<file path="config.mk">
export PLATFORM = sky130hd
export DESIGN_NAME = psu_rate_mult
export DESIGN_NICKNAME = d
export VERILOG_FILES = /design/src/sv/psu_pkg.sv /design/src/sv/psu_rate_mult.sv
export SDC_FILE = /design/constraint.sdc
export NUM_CORES = 2
export LEC_CHECK = 0
export BUFFER_PORTS_ARGS = -buffer_cell sky130_fd_sc_hd__buf_4
export CAP_MARGIN = 20
export CORE_ASPECT_RATIO = 0.8
export CORE_MARGIN = 2
export CORE_UTILIZATION = 50
export DETAILED_ROUTE_END_ITERATION = 7
export GPL_TIMING_DRIVEN = 0
export PLACE_DENSITY = 0.71
export RECOVER_POWER = 100
export SYNTH_ARGS = -nofsm -noshare
export SYNTH_HDL_FRONTEND = slang
export SYNTH_SLANG_ARGS = --single-unit
</file>
<file path="constraint.sdc">
create_clock -name clk -period 7.06 [get_ports clk]
set_clock_uncertainty 0.2 [all_clocks]
set_input_delay 0.353 -clock clk [delete_from_list [all_inputs] [get_ports clk]]
set_output_delay 0.353 -clock clk [all_outputs]
set_load 0.03 [all_outputs]
</file>
<file path="src/sv/psu_pkg.sv">
// Package: shared types, register indexes and constants of the particle update core.
`timescale 1ns / 1ps
`default_nettype none
package psu_pkg;

	localparam int FRAME_BITS = 8;

	localparam int CFG_IDX_W = 3;
	localparam int CFG_DATA_W = 32;

	localparam logic [CFG_IDX_W-1:0] REG_VELOCITY_X  = 3'd0;
	localparam logic [CFG_IDX_W-1:0] REG_VELOCITY_Y  = 3'd1;
	localparam logic [CFG_IDX_W-1:0] REG_SPIN_RATE   = 3'd2;
	localparam logic [CFG_IDX_W-1:0] REG_GROWTH_RATE = 3'd3;
	localparam logic [CFG_IDX_W-1:0] REG_LIFE_LIMIT  = 3'd4;
	localparam logic [CFG_IDX_W-1:0] REG_FRAME_PER   = 3'd5;
	localparam logic [CFG_IDX_W-1:0] REG_FRAME_TOTAL = 3'd6;
	localparam logic [CFG_IDX_W-1:0] REG_ANIM_MODE   = 3'd7;

	localparam logic [1:0] ANIM_NONE = 2'd0;
	localparam logic [1:0] ANIM_ONCE = 2'd1;
	localparam logic [1:0] ANIM_LOOP = 2'd2;

	localparam logic CMD_TICK  = 1'b0;
	localparam logic CMD_START = 1'b1;

	localparam logic [15:0] LIFE_CAP = 16'd40960;
	localparam logic [16:0] TIMER_MAX = 17'h1FFFF;
	localparam logic signed [23:0] SCALE_ONE = 24'sh010000;
	localparam logic signed [29:0] SCALE_MAX = 30'sd8388607;
	localparam logic signed [29:0] SCALE_MIN = -30'sd8388608;

	typedef struct packed {
		logic signed [31:0] velocity_x;
		logic signed [31:0] velocity_y;
		logic signed [31:0] spin_rate;
		logic signed [23:0] growth_rate;
		logic [15:0] life_limit;
		logic [15:0] frame_period;
		logic [7:0] frame_total;
		logic [1:0] anim_mode;
	} cfg_t;

	typedef struct packed {
		logic command;
		logic [15:0] delta_time;
		logic signed [31:0] start_x;
		logic signed [31:0] start_y;
		logic signed [23:0] start_scale;
	} in_beat_t;

	typedef struct packed {
		logic alive;
		logic signed [31:0] out_x;
		logic signed [31:0] out_y;
		logic signed [23:0] out_scale;
		logic signed [31:0] out_angle;
		logic [7:0] out_frame;
	} out_beat_t;

	typedef struct packed {
		logic command;
		logic [15:0] delta_time;
		logic signed [31:0] start_x;
		logic signed [31:0] start_y;
		logic signed [23:0] start_scale;
		logic signed [31:0] step_x;
		logic signed [31:0] step_y;
		logic signed [31:0] step_angle;
		logic signed [28:0] step_scale;
	} prod_t;

endpackage
`default_nettype wire

</file>
<file path="src/sv/psu_rate_mult.sv">
// Input register and rate-times-dt products of the particle update core.
`timescale 1ns / 1ps
`default_nettype none
module psu_rate_mult (
	input  wire logic clk,
	input  wire logic arst_n,
	input  psu_pkg::cfg_t cfg,
	input  wire logic in_valid,
	output logic in_stall,
	input  psu_pkg::in_beat_t in_data,
	output logic prod_valid,
	input  wire logic prod_stall,
	output psu_pkg::prod_t prod_data
);

	logic valid_s1;
	psu_pkg::in_beat_t data_s1;
	logic ready_s1;
	logic signed [16:0] dt_ext;
	logic signed [48:0] prod_x;
	logic signed [48:0] prod_y;
	logic signed [48:0] prod_a;
	logic signed [40:0] prod_g;
	psu_pkg::prod_t prod_next;

	assign ready_s1 = !valid_s1 || !prod_stall;
	assign in_stall = !ready_s1;

	always_comb begin
		dt_ext = $signed({1'b0, data_s1.delta_time});
		prod_x = $signed(cfg.velocity_x) * dt_ext;
		prod_y = $signed(cfg.velocity_y) * dt_ext;
		prod_a = $signed(cfg.spin_rate) * dt_ext;
		prod_g = $signed(cfg.growth_rate) * dt_ext;
		prod_next.command = data_s1.command;
		prod_next.delta_time = data_s1.delta_time;
		prod_next.start_x = data_s1.start_x;
		prod_next.start_y = data_s1.start_y;
		prod_next.start_scale = data_s1.start_scale;
		// floor of product / 4096, kept to the wrap width
		prod_next.step_x = prod_x[43:12];
		prod_next.step_y = prod_y[43:12];
		prod_next.step_angle = prod_a[43:12];
		prod_next.step_scale = prod_g[40:12];
	end

	always_ff @(posedge clk or negedge arst_n) begin
		if (!arst_n) begin
			valid_s1 <= 1'b0;
		end else begin
			if (ready_s1) begin
				valid_s1 <= in_valid;
			end
		end
	end

	always_ff @(posedge clk) begin
		if (ready_s1 && in_valid) begin
			data_s1 <= in_data;
		end
	end

	assign prod_valid = valid_s1;
	assign prod_data = prod_next;

endmodule
`default_nettype wire

</file>
==> flow_summary.toml <==
[yosys]
syn-num-nets = 9583
netlist_instances = 7179
ys_types = 72
synth-seq-cells = 106
syn_area_per_cell_um2 = 9.08
yosysWarningCount = 0
async_flop_share_pct = 0.943
synth_flop_cell = "edfxtp_1"
synth_edf_count = 105
ys_seq_area_share_pct = 4.87
syn_area_um2 = 65200

[timing]
rsz0062_at_grt = "yes"
setup_slack_ns = -0.749
slew_headroom_pct = -36.8
slew_violations = 74
timing.fmax_mhz = 128
final-setup-viol-count = 97
hold_viol_final = 0
hold_ws_ns = 0.146
min_period_over_period_pct = 111
worst_slew_pin_slew_ns = 2.05
fin_crit_ns = 7.81

[route]
drt_iter0_markers = 4891
drc = 0
drt-vias-per-instance = 5.40
wirelength_mm = 235
ant_nets = 0
first_pass_iters = 6
vias = 52800
post_drt_wl_per_cell_um = 24.0

[clocking]
clock_latency_ns = 0.37
cts_buffer_depth = 2
htreeDepth = 3
cts-root-buf = "clkbuf_16"
cts_sinks = 106
cts_made_buffers = 9
clkTransAtPathRegs_ns = 0.08
cts_tree = "built"

[setup_path]
rr_worst_depth = 3
cpMaxStageDelayCell = "fa_1"
crit_required_ns = 6.51
critical_path.startpoint = "prod_data[216]"
crit_top_cell = "fa_1"
start_kind = "flop"
timing.rr.start = "prod_valid"
regToRegSetupSlack_ns = 3.21
arrival_ns = 7.26
path_max_fanout = 6
path_class = "flop to output pin"
worstSetupEndpointType = "output pin"
critical-path-max-stage-delay_ns = 0.51
r2r_end = "prod_data[189]"

[outcome]
status = "finished, violations left"
failed_checks = "capacitance limit, slew limit, setup timing"

[layout]
fin_util_pct = 61.0
drive_above_1_share_pct = 15.0
fin_nets = 10400
final_cell_mix = "1987 x inv_1, 1652 x fa_1, 1145 x nand2_1"
final_common_cell = "inv_1"
syn_to_final_growth_pct = 21.1
fillers = 10800

[global_routing]
track_usage_pct = 35.7
grt_start_max_net_pins = 37
globalRouteOverflowTotal = 0
grt_pass1_vias = 56400
antenna_found_initial = 67
grt_pass1_wl_mm = 351

[worst_hold_path]
min_path_type = "primary input to async pin"

[floorplan]
die_h_um = 327
core-area_um2 = 129000
io_pins = 503
start_util_pct = 50.4
die-area_um2 = 133000
fp.dieW_um = 408
rows = 118

[job]
maxCapViolCount = 2

[placed_design]
port_buffers = 460
place_congestion = 1.01
post-place-ws_ns = -1.99
dpl.hpwl_mm = 187
-- worst max-delay path by stage --
stage	to	slack, ns	depth (start not counted)
5_1_grt	prod_data[90]	-0.88	25
3_3_place_gp	prod_data[28]	-2.17	22
4_1_cts	prod_data[28]	-0.73	24
2_1_floorplan	prod_data[79]	-0.06	23
6_report	prod_data[28]	-0.75	26
3_5_place_dp	prod_data[28]	-1.99	25
-- Yosys cell counts, types with 4 or more instances --
library cell / number / area [um2]
a211o_1: 5 / 43.8
a211oi_1: 7 / 52.6
a211oi_2: 4 / 50.1
a21o_1: 36 / 270
a21oi_1: 78 / 390
a21oi_2: 4 / 35.0
a31oi_1: 7 / 43.8
and2_1: 776 / 4850
and3_1: 22 / 138
clkbuf_1: 322 / 1210
edfxtp_1: 105 / 3150
fa_1: 1722 / 34500
ha_1: 411 / 5140
inv_1: 2024 / 7600
nand2_1: 1177 / 4420
nand2b_1: 13 / 81.3
nand3_1: 18 / 90.1
nand4_1: 10 / 62.6
nor2_1: 79 / 297
nor2b_1: 11 / 68.8
nor3_1: 26 / 130
o211ai_1: 10 / 75.1
o21a_1: 25 / 188
o21ai_0: 44 / 220
o21ai_1: 7 / 35.0
o21bai_1: 6 / 45.0
or2_2: 4 / 25.0
or3_1: 6 / 37.5
xnor2_1: 120 / 1050
xor2_1: 40 / 350
-- through the flow --
step	setup TNS, ns	std cells	instance area (um2)
floorplan	-0.0693	7179	65300
global placement	-265.12	9379	71000
detailed placement	-141.91	9406	71400
CTS	-36.45	9668	77900
global route	-57.24	9751	78900
finish	-38.59	9775	79000
-- layout make-up --
| type | instances | area, um2 | area share, % |
|---|---|---|---|
| well taps | 1740 | 2180 | 2.76 |
| clock buffers | 9 | 225 | 0.285 |
| diodes | 44 | 110 | 0.139 |
| multi-input cells | 4724 | 55600 | 70.5 |
| repair buffers | 802 | 6800 | 8.62 |
| plain buffers | 319 | 3150 | 3.99 |
| flip-flops and latches | 106 | 3180 | 4.02 |
| clock inverters | 7 | 85.1 | 0.108 |
| inverters | 2024 | 7600 | 9.63 |
-- critical path: cells and delay by family, from the launching register on --
family          cells  cell delay, ns
buf+inv             9            1.17
simple gates        3            0.27
fa+ha+maj           7            3.07
compound gates      7            1.90
flops               1            0.43
-- cells by family after synthesis --
| logic type | share of synthesized area, % |
|---|---|
| DFF | 4.87 |
| buffers and inverters | 13.5 |
| AOI/OAI and AO/OA | 2.82 |
| muxes | 0.0154 |
| adders and majority gates | 60.8 |
| xor gates and xnor gates | 2.15 |
| and+or+nand+nor | 15.9 |
-- layer usage --
metal | track usage (%) | vias up | part of all wire (%)
met5 | 0.528 | - | 0.26
met4 | 17.1 | 58 | 5.9
met3 | 13.1 | 777 | 14
met2 | 53.1 | 3262 | 43
met1 | 46.3 | 26700 | 36
li1 | - | 21900 | -
-- sequential cells by signal, summed over array words and instances (netlist names) --
signal,flops
prod_data,105
prod_valid,1
-- repair_timing --
| item | 4_1_cts | 5_1_grt |
|---|---|---|
| endpoints found under the setup margin | 123 | 108 |
| gates resized for setup | 852 | 273 |
| hold buffers | 107 | 0 |
| hold endpoints to repair | 107 | 0 |
| pin swaps | 188 | 247 |
| gates cloned | 10 | 1 |
| buffers inserted | 130 | 76 |
Power is not shown: default switching activity piles up to over one toggle a cycle in this logic, so the estimate is an artifact.
