[src/sv/psu_pkg.sv]
// Package: shared types, register indexes and constants of the particle update core.
`timescale 1ns / 1ps
`default_nettype none
package psu_pkg;

	localparam int FRAME_BITS = 8;

	localparam int CFG_IDX_W = 3;
	localparam int CFG_DATA_W = 32;

	localparam logic [CFG_IDX_W-1:0] REG_VELOCITY_X  = 3'd0;
	localparam logic [CFG_IDX_W-1:0] REG_VELOCITY_Y  = 3'd1;
	localparam logic [CFG_IDX_W-1:0] REG_SPIN_RATE   = 3'd2;
	localparam logic [CFG_IDX_W-1:0] REG_GROWTH_RATE = 3'd3;
	localparam logic [CFG_IDX_W-1:0] REG_LIFE_LIMIT  = 3'd4;
	localparam logic [CFG_IDX_W-1:0] REG_FRAME_PER   = 3'd5;
	localparam logic [CFG_IDX_W-1:0] REG_FRAME_TOTAL = 3'd6;
	localparam logic [CFG_IDX_W-1:0] REG_ANIM_MODE   = 3'd7;

	localparam logic [1:0] ANIM_NONE = 2'd0;
	localparam logic [1:0] ANIM_ONCE = 2'd1;
	localparam logic [1:0] ANIM_LOOP = 2'd2;

	localparam logic CMD_TICK  = 1'b0;
	localparam logic CMD_START = 1'b1;

	localparam logic [15:0] LIFE_CAP = 16'd40960;
	localparam logic [16:0] TIMER_MAX = 17'h1FFFF;
	localparam logic signed [23:0] SCALE_ONE = 24'sh010000;
	localparam logic signed [29:0] SCALE_MAX = 30'sd8388607;
	localparam logic signed [29:0] SCALE_MIN = -30'sd8388608;

	typedef struct packed {
		logic signed [31:0] velocity_x;
		logic signed [31:0] velocity_y;
		logic signed [31:0] spin_rate;
		logic signed [23:0] growth_rate;
		logic [15:0] life_limit;
		logic [15:0] frame_period;
		logic [7:0] frame_total;
		logic [1:0] anim_mode;
	} cfg_t;

	typedef struct packed {
		logic command;
		logic [15:0] delta_time;
		logic signed [31:0] start_x;
		logic signed [31:0] start_y;
		logic signed [23:0] start_scale;
	} in_beat_t;

	typedef struct packed {
		logic alive;
		logic signed [31:0] out_x;
		logic signed [31:0] out_y;
		logic signed [23:0] out_scale;
		logic signed [31:0] out_angle;
		logic [7:0] out_frame;
	} out_beat_t;

	typedef struct packed {
		logic command;
		logic [15:0] delta_time;
		logic signed [31:0] start_x;
		logic signed [31:0] start_y;
		logic signed [23:0] start_scale;
		logic signed [31:0] step_x;
		logic signed [31:0] step_y;
		logic signed [31:0] step_angle;
		logic signed [28:0] step_scale;
	} prod_t;

endpackage
`default_nettype wire

[src/sv/psu_state_update.sv]
// Particle state registers, per-beat update logic and result register.
`timescale 1ns / 1ps
`default_nettype none
module psu_state_update (
	input  wire logic clk,
	input  wire logic arst_n,
	input  psu_pkg::cfg_t cfg,
	input  wire logic prod_valid,
	output logic prod_stall,
	input  psu_pkg::prod_t prod_data,
	output logic out_valid,
	input  wire logic out_stall,
	output psu_pkg::out_beat_t out_data
);

	logic signed [31:0] pos_x_q;
	logic signed [31:0] pos_y_q;
	logic signed [23:0] size_q;
	logic signed [31:0] angle_q;
	logic [16:0] age_q;
	logic [16:0] ftimer_q;
	logic [psu_pkg::FRAME_BITS-1:0] findex_q;
	logic alive_q;
	logic out_valid_q;
	psu_pkg::out_beat_t out_q;

	logic signed [31:0] pos_x_n;
	logic signed [31:0] pos_y_n;
	logic signed [23:0] size_n;
	logic signed [31:0] angle_n;
	logic [16:0] age_n;
	logic [16:0] ftimer_n;
	logic [psu_pkg::FRAME_BITS-1:0] findex_n;
	logic [psu_pkg::FRAME_BITS-1:0] findex_inc;
	logic alive_n;
	logic signed [29:0] size_sum;
	logic [17:0] age_sum;
	logic [17:0] ft_sum;
	logic [16:0] ft_sat;
	logic upd;
	psu_pkg::out_beat_t out_n;

	assign prod_stall = out_valid_q && out_stall;
	assign upd = prod_valid && !prod_stall;

	always_comb begin
		pos_x_n = pos_x_q;
		pos_y_n = pos_y_q;
		size_n = size_q;
		angle_n = angle_q;
		age_n = age_q;
		ftimer_n = ftimer_q;
		findex_n = findex_q;
		alive_n = alive_q;
		findex_inc = findex_q + 1'b1;
		size_sum = 30'(size_q) + 30'(prod_data.step_scale);
		age_sum = {1'b0, age_q} + 18'(prod_data.delta_time);
		ft_sum = {1'b0, ftimer_q} + 18'(prod_data.delta_time);
		ft_sat = ft_sum[17] ? psu_pkg::TIMER_MAX : ft_sum[16:0];
		if (prod_data.command == psu_pkg::CMD_START) begin
			pos_x_n = prod_data.start_x;
			pos_y_n = prod_data.start_y;
			size_n = prod_data.start_scale;
			angle_n = '0;
			age_n = '0;
			ftimer_n = '0;
			findex_n = '0;
			alive_n = 1'b1;
		end else if (alive_q) begin
			pos_x_n = pos_x_q + prod_data.step_x;
			pos_y_n = pos_y_q + prod_data.step_y;
			angle_n = angle_q + prod_data.step_angle;
			if (size_sum > psu_pkg::SCALE_MAX) begin
				size_n = 24'(psu_pkg::SCALE_MAX);
			end else if (size_sum < psu_pkg::SCALE_MIN) begin
				size_n = 24'(psu_pkg::SCALE_MIN);
			end else begin
				size_n = size_sum[23:0];
			end
			if (size_sum <= 30'sd0) begin
				alive_n = 1'b0;
			end
			age_n = age_sum[17] ? psu_pkg::TIMER_MAX : age_sum[16:0];
			if (age_n >= {1'b0, cfg.life_limit}) begin
				alive_n = 1'b0;
			end
			if (cfg.anim_mode == psu_pkg::ANIM_ONCE || cfg.anim_mode == psu_pkg::ANIM_LOOP) begin
				ftimer_n = ft_sat;
				if (ft_sat >= {1'b0, cfg.frame_period}) begin
					// advance frame, clear timer
					ftimer_n = '0;
					findex_n = findex_inc;
					if (16'(findex_inc) >= 16'(cfg.frame_total)) begin
						if (cfg.anim_mode == psu_pkg::ANIM_LOOP) begin
							findex_n = '0;
						end else begin
							alive_n = 1'b0;
						end
					end
				end
			end
		end
		out_n.alive = alive_n;
		out_n.out_x = pos_x_n;
		out_n.out_y = pos_y_n;
		out_n.out_scale = size_n;
		out_n.out_angle = angle_n;
		out_n.out_frame = 8'(findex_n);
	end

	always_ff @(posedge clk or negedge arst_n) begin
		if (!arst_n) begin
			pos_x_q <= '0;
			pos_y_q <= '0;
			size_q <= psu_pkg::SCALE_ONE;
			angle_q <= '0;
			age_q <= '0;
			ftimer_q <= '0;
			findex_q <= '0;
			alive_q <= 1'b0;
			out_valid_q <= 1'b0;
		end else begin
			if (upd) begin
				pos_x_q <= pos_x_n;
				pos_y_q <= pos_y_n;
				size_q <= size_n;
				angle_q <= angle_n;
				age_q <= age_n;
				ftimer_q <= ftimer_n;
				findex_q <= findex_n;
				alive_q <= alive_n;
			end
			if (!prod_stall) begin
				out_valid_q <= prod_valid;
			end
		end
	end

	always_ff @(posedge clk) begin
		if (upd) begin
			out_q <= out_n;
		end
	end

	assign out_valid = out_valid_q;
	assign out_data = out_q;

endmodule
`default_nettype wire

[config.mk]
export PLATFORM = sky130hd
export DESIGN_NAME = psu_state_update
export DESIGN_NICKNAME = d
export VERILOG_FILES = /design/src/sv/psu_pkg.sv /design/src/sv/psu_state_update.sv
export SDC_FILE = /design/constraint.sdc
export NUM_CORES = 1
export LEC_CHECK = 0
export BUFFER_PORTS_ARGS = -buffer_cell sky130_fd_sc_hd__buf_2
export CORE_AREA = 5 5 203 205
export DETAILED_ROUTE_END_ITERATION = 6
export DIE_AREA = 0 0 208 210
export PLACE_DENSITY = 0.87
export SYNTH_ARGS = -nofsm -noshare
export SYNTH_HDL_FRONTEND = slang
export SYNTH_SLANG_ARGS = --single-unit
export TNS_END_PERCENT = 10
[constraint.sdc]
create_clock -name clk -period 12.3 [get_ports clk]
set_clock_uncertainty 0.2 [all_clocks]
set_input_delay 1.23 -clock clk [delete_from_list [all_inputs] [get_ports clk]]
set_output_delay 1.23 -clock clk [all_outputs]
set_load 0.005 [all_outputs]
==> qor.csv <==
metric;value;unit
status;finished clean;
port bufs;406;
non-filler cells, final;3307;
slowest stage delay, CP;0.47;ns
Initial Utilization;54.9;%
Seq cells post-synth;293;
initial antenna violation count;18;
Cell Rows;73;
Die Wd;208;um
largest area contributor in the netlist;dfrtp_1;
FF-to-FF path depth;19;
Detailed Routing Iterations Pass 1;6;
CP cell instances;buf_2, ha_1, a21o_1, a221o_1, a21oi_1, a31oi_1, and2_1, nor2b_1, inv_1, ha_1, nor2b_1, o21a_1, o21a_1, o2111ai_1, a2111o_1, o211ai_1, nand3_1, nor2_1, nand2_1, o221ai_1;
Synth Net Count;2980;
die area;43700;sq um
mapped cell area;21600;sq um
ANT nets after route;0;
max-slew violation count;0;
WP data arrival;6.17;ns
cts repair resizes;0;
placed cell areas;24100;sq um
Ports;527;
Max-slew headroom;23.2;%
CTS Sinks;293;
total power;0.00614;W
PD cells;242;nW/um^2
Combinational Power Share;54.9;%
asr flop ratio synth;56.0;%
Seq/Total Area, Yosys;37.0;%
RePlAce Congestion;0.958;
Placed Instances;3229;
chip height;210;um
Worst-Margin Slew;1.15;ns
Final setup viols;0;
Post-DP HPWL;49200;um
post-synth top area share;18.9;%
r2r endpoint;findex_q[3];
CP Class;input pin to flip-flop;
Hold Path Class;flip-flop to flip-flop;
RSZ-0062 raised after global routing;false;
Layout area overhead;17.4;%
Post-synth EDFFs;129;
first-pass GRT wire length;105000;um
Switch Pwr;0.00265;W
gr ovfl total;0;
Most used DFF post-synth;dfrtp_1;
vias in the first global route;20382;
Nets;3340;
CTS H-tree depth;2;
min cycle time layout;5.93;ns
worst setup path start;prod_data[221];
routed len/inst;20.5;um
Area contributors post-synth;dfrtp_1 (19%), edfxtp_1 (18%), ha_1 (11%), a21oi_1 (4.8%), nand2_1 (4.6%);
crit path to;findex_q[3];
clock root cell;clkbuf_16;
Total GRT Usage;29.3;%
DRT Wirelength;67700;um
post-layout util;64.5;%
Clk Latency, worst-skew pair;0.55;ns
layout cell share with drive strength beyond 1;20.2;%
switching share of power;43.1;%
Pleak;11.8;nW
setup tns final;0;ns
WP data required;12.54;ns
Crit-path slowest cell;nor2_1;
mean number of vias per cell;6.21;
Worst Path Max Fanout;16;
Final Cycle Share;48.3;%
Fin. Hold Viols;0;
count leader, synth;nand2_1;
hold_buf cts;0;
post-CTS setup buffers;0;
CTS tree;built;
max_cap viols;0;
Reg2Reg Setup Slack;6.80;ns
Unique masters post-synth;90;
synth warn;0;
Clk network pwr share;18.4;%
DR DRC count;0;
Peak Freq;168;MHz
Via Count;20550;
Mapped Cells;2382;
TritonCTS buffer count;36;
Worst-path clk slew;0.06;ns
design area;25300;sq um
Flop pwr share;26.7;%
Startpoint Class;input pin;
largest net degree at the start of global routing;114;
core area;39300;sq um
DRT iter0 DRCs;1690;
peak supply drop;143;uV
Synth top cells by count;nand2_1 (265), a21oi_1 (208), ha_1 (196);
CTS Buffer Depth;3;
worst r2r src;ftimer_q[8];
CP endpoint kind;flip-flop;
Synth Area per Inst;9.06;sq um
cell-internal power;0.00350;W
==> cell type report <==
type / instances / area (sq um)
inverters: 108 / 413
clock buffers: 45 / 1010
fillers: 3116 / 13900
multi-input cells: 1881 / 12800
diodes: 13 / 32.5
repair buffers: 422 / 2160
flip-flops and latches: 293 / 7980
well taps: 525 / 657
clock inverters: 20 / 248
==> power groups by stage <==
| stage | logic (W) | clock network, W | registers [W] |
|---|---|---|---|
| finish | 0.00337 | 0.00113 | 0.00164 |
| floorplan | 0.00250 | 0 | 0.00157 |
| global placement | 0.00314 | 0 | 0.00163 |
| CTS | 0.00331 | 0.00115 | 0.00163 |
| detailed placement | 0.00327 | 0 | 0.00165 |
| global route | 0.00371 | 0.00119 | 0.00167 |
==> placed cells by master, fill, tap and decap left out, drive strengths merged, types with 12 or more instances in the layout <==
cell / synthesis / routed
a22o: 49 / 49
a21o: 55 / 55
ha: 196 / 196
o22ai: 25 / 25
nor2b: 44 / 44
or3: 15 / 15
nor4: 14 / 14
o21a: 28 / 28
and3: 12 / 12
mux2i: 40 / 40
nor3: 40 / 40
xnor2: 79 / 79
edfxtp: 129 / 129
nor2: 155 / 155
inv: 107 / 107
o31ai: 13 / 13
nand4: 15 / 15
clkinv: 1 / 12
o21ai: 181 / 181
a211oi: 41 / 41
a21oi: 210 / 210
a22oi: 17 / 17
nand2: 265 / 265
o21bai: 18 / 18
diode: 0 / 13
a31oi: 21 / 21
nand3: 73 / 73
a21boi: 14 / 14
nor3b: 24 / 24
nand2b: 26 / 26
o211ai: 14 / 14
xor2: 45 / 45
clkbuf: 82 / 45
buf: 18 / 422
mux2: 43 / 43
dfrtp: 163 / 163
==> per-layer routing <==
layer	vias to the layer above	part of all wire [%]	track usage, %
met3	205	8.4	4.88
met2	1028	48	49.8
li1	9526	-	-
met5	-	0.12	0
met1	9779	39	36.6
met4	12	4.4	14.1
==> cell families after synthesis <==
kind of cell | after synthesis | share of synthesized area, %
AOI/OAI and AO/OA | 754 | 22.6
xor gates and xnor gates | 124 | 5.03
adders and majority gates | 202 | 11.9
buffers and inverters | 208 | 3.69
DFF | 293 | 37.0
muxes | 83 | 4.10
and+or+nand+nor | 718 | 15.7
==> state kept, by name, indices dropped and copies added (netlist names) <==
name       cells
out_data     129
alive_q        1
out_valid      1
pos_y_q       32
findex_q       8
size_q        24
ftimer_q      17
angle_q       32
age_q         17
pos_x_q       32
==> stage by stage <==
step           hold WS, ns  setup WS (ns)
6_report             0.288           6.37
5_1_grt              0.312           6.07
4_1_cts              0.286           6.40
3_5_place_dp         0.275           5.85
3_3_place_gp         0.267           5.99
2_1_floorplan        0.254           6.06
==> how the worst min path moves through the flow <==
stage	start	to	cells past startpoint	slack [ns]
6_report	ftimer_q[5]	ftimer_q[5]	2	0.29
5_1_grt	ftimer_q[5]	ftimer_q[5]	2	0.31
4_1_cts	ftimer_q[5]	ftimer_q[5]	2	0.29
3_5_place_dp	ftimer_q[5]	ftimer_q[5]	2	0.28
3_3_place_gp	ftimer_q[10]	ftimer_q[10]	2	0.27
2_1_floorplan	age_q[0]	age_q[0]	2	0.25
==> critical path, delay by kind of cell <==
| kind | cells | cell delay (ns) |
|---|---|---|
| simple gates | 6 | 1.92 |
| compound gates | 10 | 2.19 |
| buf+inv | 2 | 0.19 |
| fa+ha+maj | 2 | 0.65 |
(Power assumes the default switching activity.)
