File: src/sv/psu_pkg.sv
// Package: shared types, register indexes and constants of the particle update core.
`timescale 1ns / 1ps
`default_nettype none
package psu_pkg;

	localparam int FRAME_BITS = 8;

	localparam int CFG_IDX_W = 3;
	localparam int CFG_DATA_W = 32;

	localparam logic [CFG_IDX_W-1:0] REG_VELOCITY_X  = 3'd0;
	localparam logic [CFG_IDX_W-1:0] REG_VELOCITY_Y  = 3'd1;
	localparam logic [CFG_IDX_W-1:0] REG_SPIN_RATE   = 3'd2;
	localparam logic [CFG_IDX_W-1:0] REG_GROWTH_RATE = 3'd3;
	localparam logic [CFG_IDX_W-1:0] REG_LIFE_LIMIT  = 3'd4;
	localparam logic [CFG_IDX_W-1:0] REG_FRAME_PER   = 3'd5;
	localparam logic [CFG_IDX_W-1:0] REG_FRAME_TOTAL = 3'd6;
	localparam logic [CFG_IDX_W-1:0] REG_ANIM_MODE   = 3'd7;

	localparam logic [1:0] ANIM_NONE = 2'd0;
	localparam logic [1:0] ANIM_ONCE = 2'd1;
	localparam logic [1:0] ANIM_LOOP = 2'd2;

	localparam logic CMD_TICK  = 1'b0;
	localparam logic CMD_START = 1'b1;

	localparam logic [15:0] LIFE_CAP = 16'd40960;
	localparam logic [16:0] TIMER_MAX = 17'h1FFFF;
	localparam logic signed [23:0] SCALE_ONE = 24'sh010000;
	localparam logic signed [29:0] SCALE_MAX = 30'sd8388607;
	localparam logic signed [29:0] SCALE_MIN = -30'sd8388608;

	typedef struct packed {
		logic signed [31:0] velocity_x;
		logic signed [31:0] velocity_y;
		logic signed [31:0] spin_rate;
		logic signed [23:0] growth_rate;
		logic [15:0] life_limit;
		logic [15:0] frame_period;
		logic [7:0] frame_total;
		logic [1:0] anim_mode;
	} cfg_t;

	typedef struct packed {
		logic command;
		logic [15:0] delta_time;
		logic signed [31:0] start_x;
		logic signed [31:0] start_y;
		logic signed [23:0] start_scale;
	} in_beat_t;

	typedef struct packed {
		logic alive;
		logic signed [31:0] out_x;
		logic signed [31:0] out_y;
		logic signed [23:0] out_scale;
		logic signed [31:0] out_angle;
		logic [7:0] out_frame;
	} out_beat_t;

	typedef struct packed {
		logic command;
		logic [15:0] delta_time;
		logic signed [31:0] start_x;
		logic signed [31:0] start_y;
		logic signed [23:0] start_scale;
		logic signed [31:0] step_x;
		logic signed [31:0] step_y;
		logic signed [31:0] step_angle;
		logic signed [28:0] step_scale;
	} prod_t;

endpackage
`default_nettype wire

File: src/sv/psu_cfg_regs.sv
// Configuration register file of the particle update core.
`timescale 1ns / 1ps
`default_nettype none
module psu_cfg_regs (
	input  wire logic clk,
	input  wire logic arst_n,
	input  wire logic cfg_we,
	input  wire logic [psu_pkg::CFG_IDX_W-1:0] cfg_idx,
	input  wire logic [psu_pkg::CFG_DATA_W-1:0] cfg_data,
	output psu_pkg::cfg_t cfg
);

	psu_pkg::cfg_t cfg_q;

	always_ff @(posedge clk or negedge arst_n) begin
		if (!arst_n) begin
			cfg_q.velocity_x <= '0;
			cfg_q.velocity_y <= '0;
			cfg_q.spin_rate <= '0;
			cfg_q.growth_rate <= '0;
			cfg_q.life_limit <= psu_pkg::LIFE_CAP;
			cfg_q.frame_period <= '0;
			cfg_q.frame_total <= '0;
			cfg_q.anim_mode <= psu_pkg::ANIM_NONE;
		end else if (cfg_we) begin
			case (cfg_idx)
				psu_pkg::REG_VELOCITY_X: cfg_q.velocity_x <= $signed(cfg_data);
				psu_pkg::REG_VELOCITY_Y: cfg_q.velocity_y <= $signed(cfg_data);
				psu_pkg::REG_SPIN_RATE: cfg_q.spin_rate <= $signed(cfg_data);
				psu_pkg::REG_GROWTH_RATE: cfg_q.growth_rate <= $signed(cfg_data[23:0]);
				psu_pkg::REG_LIFE_LIMIT: begin
					// drop lifetimes above the cap
					if (cfg_data[15:0] <= psu_pkg::LIFE_CAP) begin
						cfg_q.life_limit <= cfg_data[15:0];
					end
				end
				psu_pkg::REG_FRAME_PER: cfg_q.frame_period <= cfg_data[15:0];
				psu_pkg::REG_FRAME_TOTAL: cfg_q.frame_total <= cfg_data[7:0];
				psu_pkg::REG_ANIM_MODE: cfg_q.anim_mode <= cfg_data[1:0];
				default: ;
			endcase
		end
	end

	assign cfg = cfg_q;

endmodule
`default_nettype wire

File: config.mk
export PLATFORM = sky130hd
export DESIGN_NAME = psu_cfg_regs
export DESIGN_NICKNAME = d
export VERILOG_FILES = /design/src/sv/psu_pkg.sv /design/src/sv/psu_cfg_regs.sv
export SDC_FILE = /design/constraint.sdc
export NUM_CORES = 1
export LEC_CHECK = 0
export BUFFER_PORTS_ARGS = -buffer_cell sky130_fd_sc_hd__buf_4
export CORE_ASPECT_RATIO = 0.6
export CORE_MARGIN = 4
export CORE_UTILIZATION = 36
export CTS_BUF_LIST = sky130_fd_sc_hd__clkbuf_4
export CTS_CLUSTER_SIZE = 10
export DETAILED_ROUTE_END_ITERATION = 12
export GPL_TIMING_DRIVEN = 0
export PLACE_DENSITY = 0.66
export SETUP_SLACK_MARGIN = 0.02
export SLEW_MARGIN = 20
export SYNTH_ARGS = -nofsm -noshare
export SYNTH_HDL_FRONTEND = slang
export SYNTH_SLANG_ARGS = --single-unit
File: constraint.sdc
create_clock -name clk -period 0.8 [get_ports clk]
set_input_delay 0.16 -clock clk [delete_from_list [all_inputs] [get_ports clk]]
set_output_delay 0.16 -clock clk [all_outputs]
set_load 0.03 [all_outputs]
==> metrics, run 1 <==
run status finished, violations left; violated checks negative hold slack, negative setup slack; maximum clock rate 703 MHz; Yosys top cell by area sky130_fd_sc_hd__dfrtp_1; largest family of logic cells by synthesized area multiplexers; category of the most critical setup path reg2out; Post-Synthesis Mean Instance Area 17.1 sq um; first-pass GRT wire length 30,700 um; min setup slack post-route -0.623 ns; relative slew slack 65.4%; total clock buffers created by CTS 17; number of flip-flops in the largest register 162; synthesis-to-finish area growth 80.7%; floorplan die width 176 um; # DRC 0; violation count after the first detailed-routing iteration 187; DP Cell Count 784; wire length on met3 1890 um; diode count 0; combinational group share of total power 44.6%; post-synth cell types 21; initial antenna violation count 0; total area of multi-input combinational cells 2520 sq um; routed metal-1 wire length 9550 um; Max stage delay on crit path 0.58 ns; Peak supply drop 0.00141 V; compound-cell area share of the yosys netlist 0.306%; Port-buffer cells 196; R2R Setup Slk -0.24 ns; Routed met2 length 9690 um; fin. max-slew vios 0; register area 4060 sq um; area fraction in and, or, nand and nor cells after synthesis 2.08%; master cell of the clock root buffer sky130_fd_sc_hd__clkbuf_4; data required time at the worst endpoint 0.64 ns; actual transition at the worst max-transition pin 0.519 ns; Final HPWL DP 11,700 um; final setup vio count 285; core outline area 16,400 sq um; TritonCTS clock tree yes; top cells by area in the synthesized netlist sky130_fd_sc_hd__dfrtp_1, sky130_fd_sc_hd__mux2_2, sky130_fd_sc_hd__dfstp_2; number of filler instances in the final layout 1,088; adder and majority gate portion of the synthesized area 0%; internal power 19.7 mW; worst hold margin -0.488 ns; DR WL/cell 22.5 um; clock slew seen by the registers of the worst setup and hold paths 0.14 ns; YS warnings 0; count of TritonRoute iterations in the first routing pass 4; GRT Util Overall 21.4%; hold_buf cts 35; post-route minimum period 1.42 ns; post-layout instance count excluding filler cells 950; post-synthesis register bit count 162; total power density per cell area 2750 nW/um^2; unrepaired setup endpoints after global routing yes; part of the Yosys area used for sequential elements 66.2%; floorplan die height 109 um; vias after detailed routing 4,545; Post-Synthesis Cell Area 6130 sq um; H-tree levels 4; reg2reg end cfg[76]; final hold viol count 81; number of buffers on the longest clock path 2; Synth top area share 65.3%; std cell rows 36; Reg power frac 38.3%; Largest delay share family, worst path flip-flops; path depth of the worst reg2reg path 3; CTS Sinks 162; type of the tightest min-delay check in2async; largest net degree at the start of global routing 97; ordered list of cells on the worst path buf_6; die footprint 19,300 sq um; beginning of the worst register-to-register path cfg[76]; clock network fraction of total power 17.0%; Sw Ratio 35.4%; number of global-route vias before repair 4,978; overall routed net length 21,300 um; total grt overflow 0; share of synthesized area spent on multiplexers 29.6%; crit path DAT 1.26 ns; post-route clock skew 0 ns; critical-path maximum fanout 2; placer congestion estimate 0.782; power spent charging and discharging nets 10.8 mW; number of standard cells after synthesis 359; capturing element type of the critical path primary output; xor/xnor cell area share of the yosys netlist 0%; insertion delay of the later-clocked pin in the worst-skew pair 0.54 ns; Via-to-Cell Ratio 4.78; max-capacitance violation count 0; Final Net Count 748; Leak Pwr 5.40 nW; buffers plus inverters on the worst setup path 1; effective utilization at floorplan 37.3%; cell type of the slowest stage on the worst timing path sky130_fd_sc_hd__dfstp_2; post-route ant nets 0; Setup crit start kind register; fraction of final layout cells with drive strength greater than 1 71.9%; Final Core Density 67.4%; Final period util 178%; Top Layer Used met4; count of pins on the block boundary 200; Synthesized Nets 397
[placed cells by master, fill, tap and decap left out, drive strengths merged, types with 2 or more instances in the layout]
master	netlist	layout
dlygate4sd3	0	29
bufinv	0	3
clkinv	0	6
nand4b	3	3
mux2	161	161
nor4b	2	2
nor3	2	2
dfrtp	160	160
dfstp	2	2
o21ai	2	2
nor3b	2	2
clkbuf	2	28
dlymetal6s4s	0	6
buf	14	306
nor4	3	3
[metal layers]
layer	vias to the layer above	GRT usage, %
li1	1982	-
met3	19	8.18
met5	-	0
met4	0	5.79
met1	2368	28.4
met2	176	33.4
[synth_stat cells]
| cell type | count |
|---|---|
| sky130_fd_sc_hd__dfrtp_1 | 160 |
| sky130_fd_sc_hd__mux2_2 | 161 |
| sky130_fd_sc_hd__nand2_1 | 1 |
| sky130_fd_sc_hd__nor4_1 | 3 |
| sky130_fd_sc_hd__dfstp_2 | 2 |
| sky130_fd_sc_hd__nand2b_1 | 1 |
| sky130_fd_sc_hd__clkbuf_8 | 2 |
| sky130_fd_sc_hd__buf_6 | 1 |
| sky130_fd_sc_hd__nand4b_1 | 3 |
| sky130_fd_sc_hd__o21ai_2 | 1 |
| sky130_fd_sc_hd__inv_1 | 1 |
| sky130_fd_sc_hd__and4_1 | 1 |
| sky130_fd_sc_hd__buf_2 | 10 |
| sky130_fd_sc_hd__nor3_2 | 1 |
| sky130_fd_sc_hd__nor4b_1 | 2 |
| sky130_fd_sc_hd__buf_4 | 3 |
| sky130_fd_sc_hd__nor3_1 | 1 |
| sky130_fd_sc_hd__o21ai_0 | 1 |
| sky130_fd_sc_hd__a21oi_1 | 1 |
| sky130_fd_sc_hd__nand4_1 | 1 |
| sky130_fd_sc_hd__nor3b_2 | 2 |
[metrics by stage]
stage | setup WS [ns] | total power, mW | cell area (sq um) | TNS (ns)
after CTS | -0.665 | 29.2 | 10500 | -92.96
after global routing | -0.688 | 31.7 | 11100 | -103.27
final | -0.623 | 30.4 | 11100 | -90.89
after global placement | -1.37 | 20.8 | 8210 | -319.44
after floorplan | -0.492 | 16.9 | 6460 | -67.96
after detailed placement | -1.21 | 21.1 | 8250 | -147.09
[worst max-delay path by stage]
stage	startpoint	to	slack (ns)	depth (start not counted)
after floorplan	cfg_data[13]	cfg[32]	-0.49	5
after global placement	arst_n	cfg[1]	-1.37	1
after detailed placement	cfg_data[11]	cfg[38]	-1.21	6
after CTS	cfg[39]	cfg[39]	-0.67	1
after global routing	cfg[39]	cfg[39]	-0.69	1
final	cfg[39]	cfg[39]	-0.62	1
[logic make-up after synthesis]
kind of cell	after synthesis
AND/OR/NAND/NOR	16
multiplexers	161
buffers and inverters	17
AO/OA/AOI/OAI	3
flip-flops	162
[repair_timing]
item | in CTS | in global routing
setup endpoints to repair | 306 | 323
buffers inserted | 67 | 38
hold endpoints to repair | 236 | 66
pin swaps | 7 | 6
resized for setup | 260 | 97
cloned | 4 | 4
[area by class of cell]
| class | count | share of cell area (%) |
|---|---|---|
| buffer | 14 | 2.25 |
| clock buffer | 21 | 1.42 |
| clock inverter | 10 | 1.23 |
| inverter | 1 | 0.0339 |
| multi-input combinational | 180 | 22.8 |
| sequential | 162 | 36.6 |
| tap | 228 | 2.57 |
| timing repair buffer | 334 | 33.1 |
[power groups by stage]
| stage | logic, mW | clock network (mW) | registers (mW) |
|---|---|---|---|
| final | 13.6 | 5.18 | 11.7 |
| after global routing | 14.1 | 5.66 | 11.9 |
| after CTS | 12.4 | 5.29 | 11.5 |
| after detailed placement | 9.84 | 0 | 11.3 |
| after global placement | 9.69 | 0 | 11.2 |
| after floorplan | 2.13 | 0 | 14.8 |
No activity file was read; power rests on OpenSTA's default activity.
==> run 2, diff against run 1 <==
- PLACE_DENSITY: 0.66 -> 0.64
- TNS_END_PERCENT: default -> 1
- clock period: 0.8 -> 1.75 ns (I/O delays scaled with it)
==> run 2 against run 1 <==
Sequential share of layout area rose by 12 points. Sequential power fell by 57%. Via count fell by 14%. The flow now finishes without violations. Critical path depth did not move. Power fell by 63%.
==> metrics, run 2 (same netlist as run 1, synthesis figures left out) <==
Final Core Density 50.5%; placer congestion estimate 0.749; max-capacitance violation count 0; Top Layer Used met4; number of buffers on the longest clock path 2; TritonCTS clock tree yes; hold_buf cts 12; actual transition at the worst max-transition pin 0.580 ns; data required time at the worst endpoint 1.40 ns; number of flip-flops in the largest register 162; final hold viol count 0; master cell of the clock root buffer sky130_fd_sc_hd__clkbuf_4; Final HPWL DP 11,400 um; first-pass GRT wire length 24,600 um; count of TritonRoute iterations in the first routing pass 4; Final Net Count 627; capturing element type of the critical path primary output; cell type of the slowest stage on the worst timing path sky130_fd_sc_hd__dfstp_2; floorplan die height 109 um; Via-to-Cell Ratio 4.69; post-route ant nets 0; commonest non-fill, non-tap cells in the layout sky130_fd_sc_hd__buf_4, sky130_fd_sc_hd__mux2_2, sky130_fd_sc_hd__dfrtp_1, sky130_fd_sc_hd__clkbuf_4, sky130_fd_sc_hd__dlygate4sd3_1; buffers plus inverters on the worst setup path 1; total grt overflow 0; # DRC 0; overall routed net length 15,800 um; violation count after the first detailed-routing iteration 136; fraction of final layout cells with drive strength greater than 1 68.1%; Routed met2 length 6820 um; most common cell after layout, fill and taps aside sky130_fd_sc_hd__buf_4; post-route clock skew 0 ns; number of global-route vias before repair 4,240; register area 4060 sq um; Largest delay share family, worst path flip-flops; Port-buffer cells 196; Final period util 91.6%; Overall Power 11.3 mW; run status complete, no violations; Peak supply drop 0.000680 V; final setup vio count 0; critical-path maximum fanout 2; post-CTS setup buffers 0; GRT Util Overall 16.8%; insertion delay of the later-clocked pin in the worst-skew pair 0.52 ns; wire length on met3 1360 um; die footprint 19,300 sq um; unrepaired setup endpoints after global routing no; Setup crit start kind register; std cell rows 36; number of filler instances in the final layout 1,440; total clock buffers created by CTS 17; total power density per cell area 1360 nW/um^2; total area of multi-input combinational cells 1960 sq um; category of the most critical setup path reg2out; post-route minimum period 1.60 ns; count of pins on the block boundary 200; # resized after CTS 0; Leak Pwr 3.87 nW; routed metal-1 wire length 7450 um; core outline area 16,400 sq um; CTS Sinks 162; fin. max-slew vios 0; effective utilization at floorplan 37.3%; Max stage delay on crit path 0.56 ns; type of the tightest min-delay check in2reg; ordered list of cells on the worst path buf_4; DR WL/cell 19.1 um; crit path DAT 1.25 ns; final total negative setup slack 0 ns; synthesis-to-finish area growth 35.4%; H-tree levels 4; largest net degree at the start of global routing 99; diode count 0; maximum clock rate 624 MHz; floorplan die width 176 um; clock slew seen by the registers of the worst setup and hold paths 0.14 ns; vias after detailed routing 3,894; relative slew slack 61.2%; initial antenna violation count 0
run 2: power breakdown:
part	total [mW]	switching [mW]	internal, mW
combinational	4.28	2.53	1.75
sequential	5.05	0.472	4.58
clock	1.94	1.37	0.576
run 2: path summary, 6_finish.rpt:
path,cells past startpoint,from,slack [ns],to
min in group asynchronous,2,arst_n,0.32,cfg[27]
max in group asynchronous,3,arst_n,0.56,cfg[39]
worst max-delay path,1,cfg[39],0.15,cfg[39]
worst max register to register,1,cfg[29],0.94,cfg[29]
worst min register to register,2,cfg[41],0.47,cfg[41]
worst min-delay path,2,cfg_data[21],0.08,cfg[119]
run 2: routing by layer:
metal	track usage (%)	up-vias
li1	-	1756
met1	22.7	1984
met5	0	-
met2	25.7	138
met3	6.58	16
met4	4.53	0
run 2: stage by stage:
step	instance area (sq um)	worst slack, ns	hold WS (ns)	cells
final	8300	0.146	0.0776	830
after global routing	8300	0.0310	0.00110	830
after CTS	8280	0.0651	0.00555	828
after detailed placement	7920	-0.351	0.328	784
after global placement	7890	-0.447	0.460	783
after floorplan	6130	0.173	0.0544	359
run 2: layout make-up:
type                            count  share of cell area (%)
Buffer                             16                    1.34
Clock buffer                       17                    1.54
Clock inverter                     15                    1.33
Inverter                            1                  0.0452
Multi-Input combinational cell    180                    23.6
Sequential cell                   162                    48.9
Tap cell                          228                    3.44
Timing Repair Buffer              211                    19.8
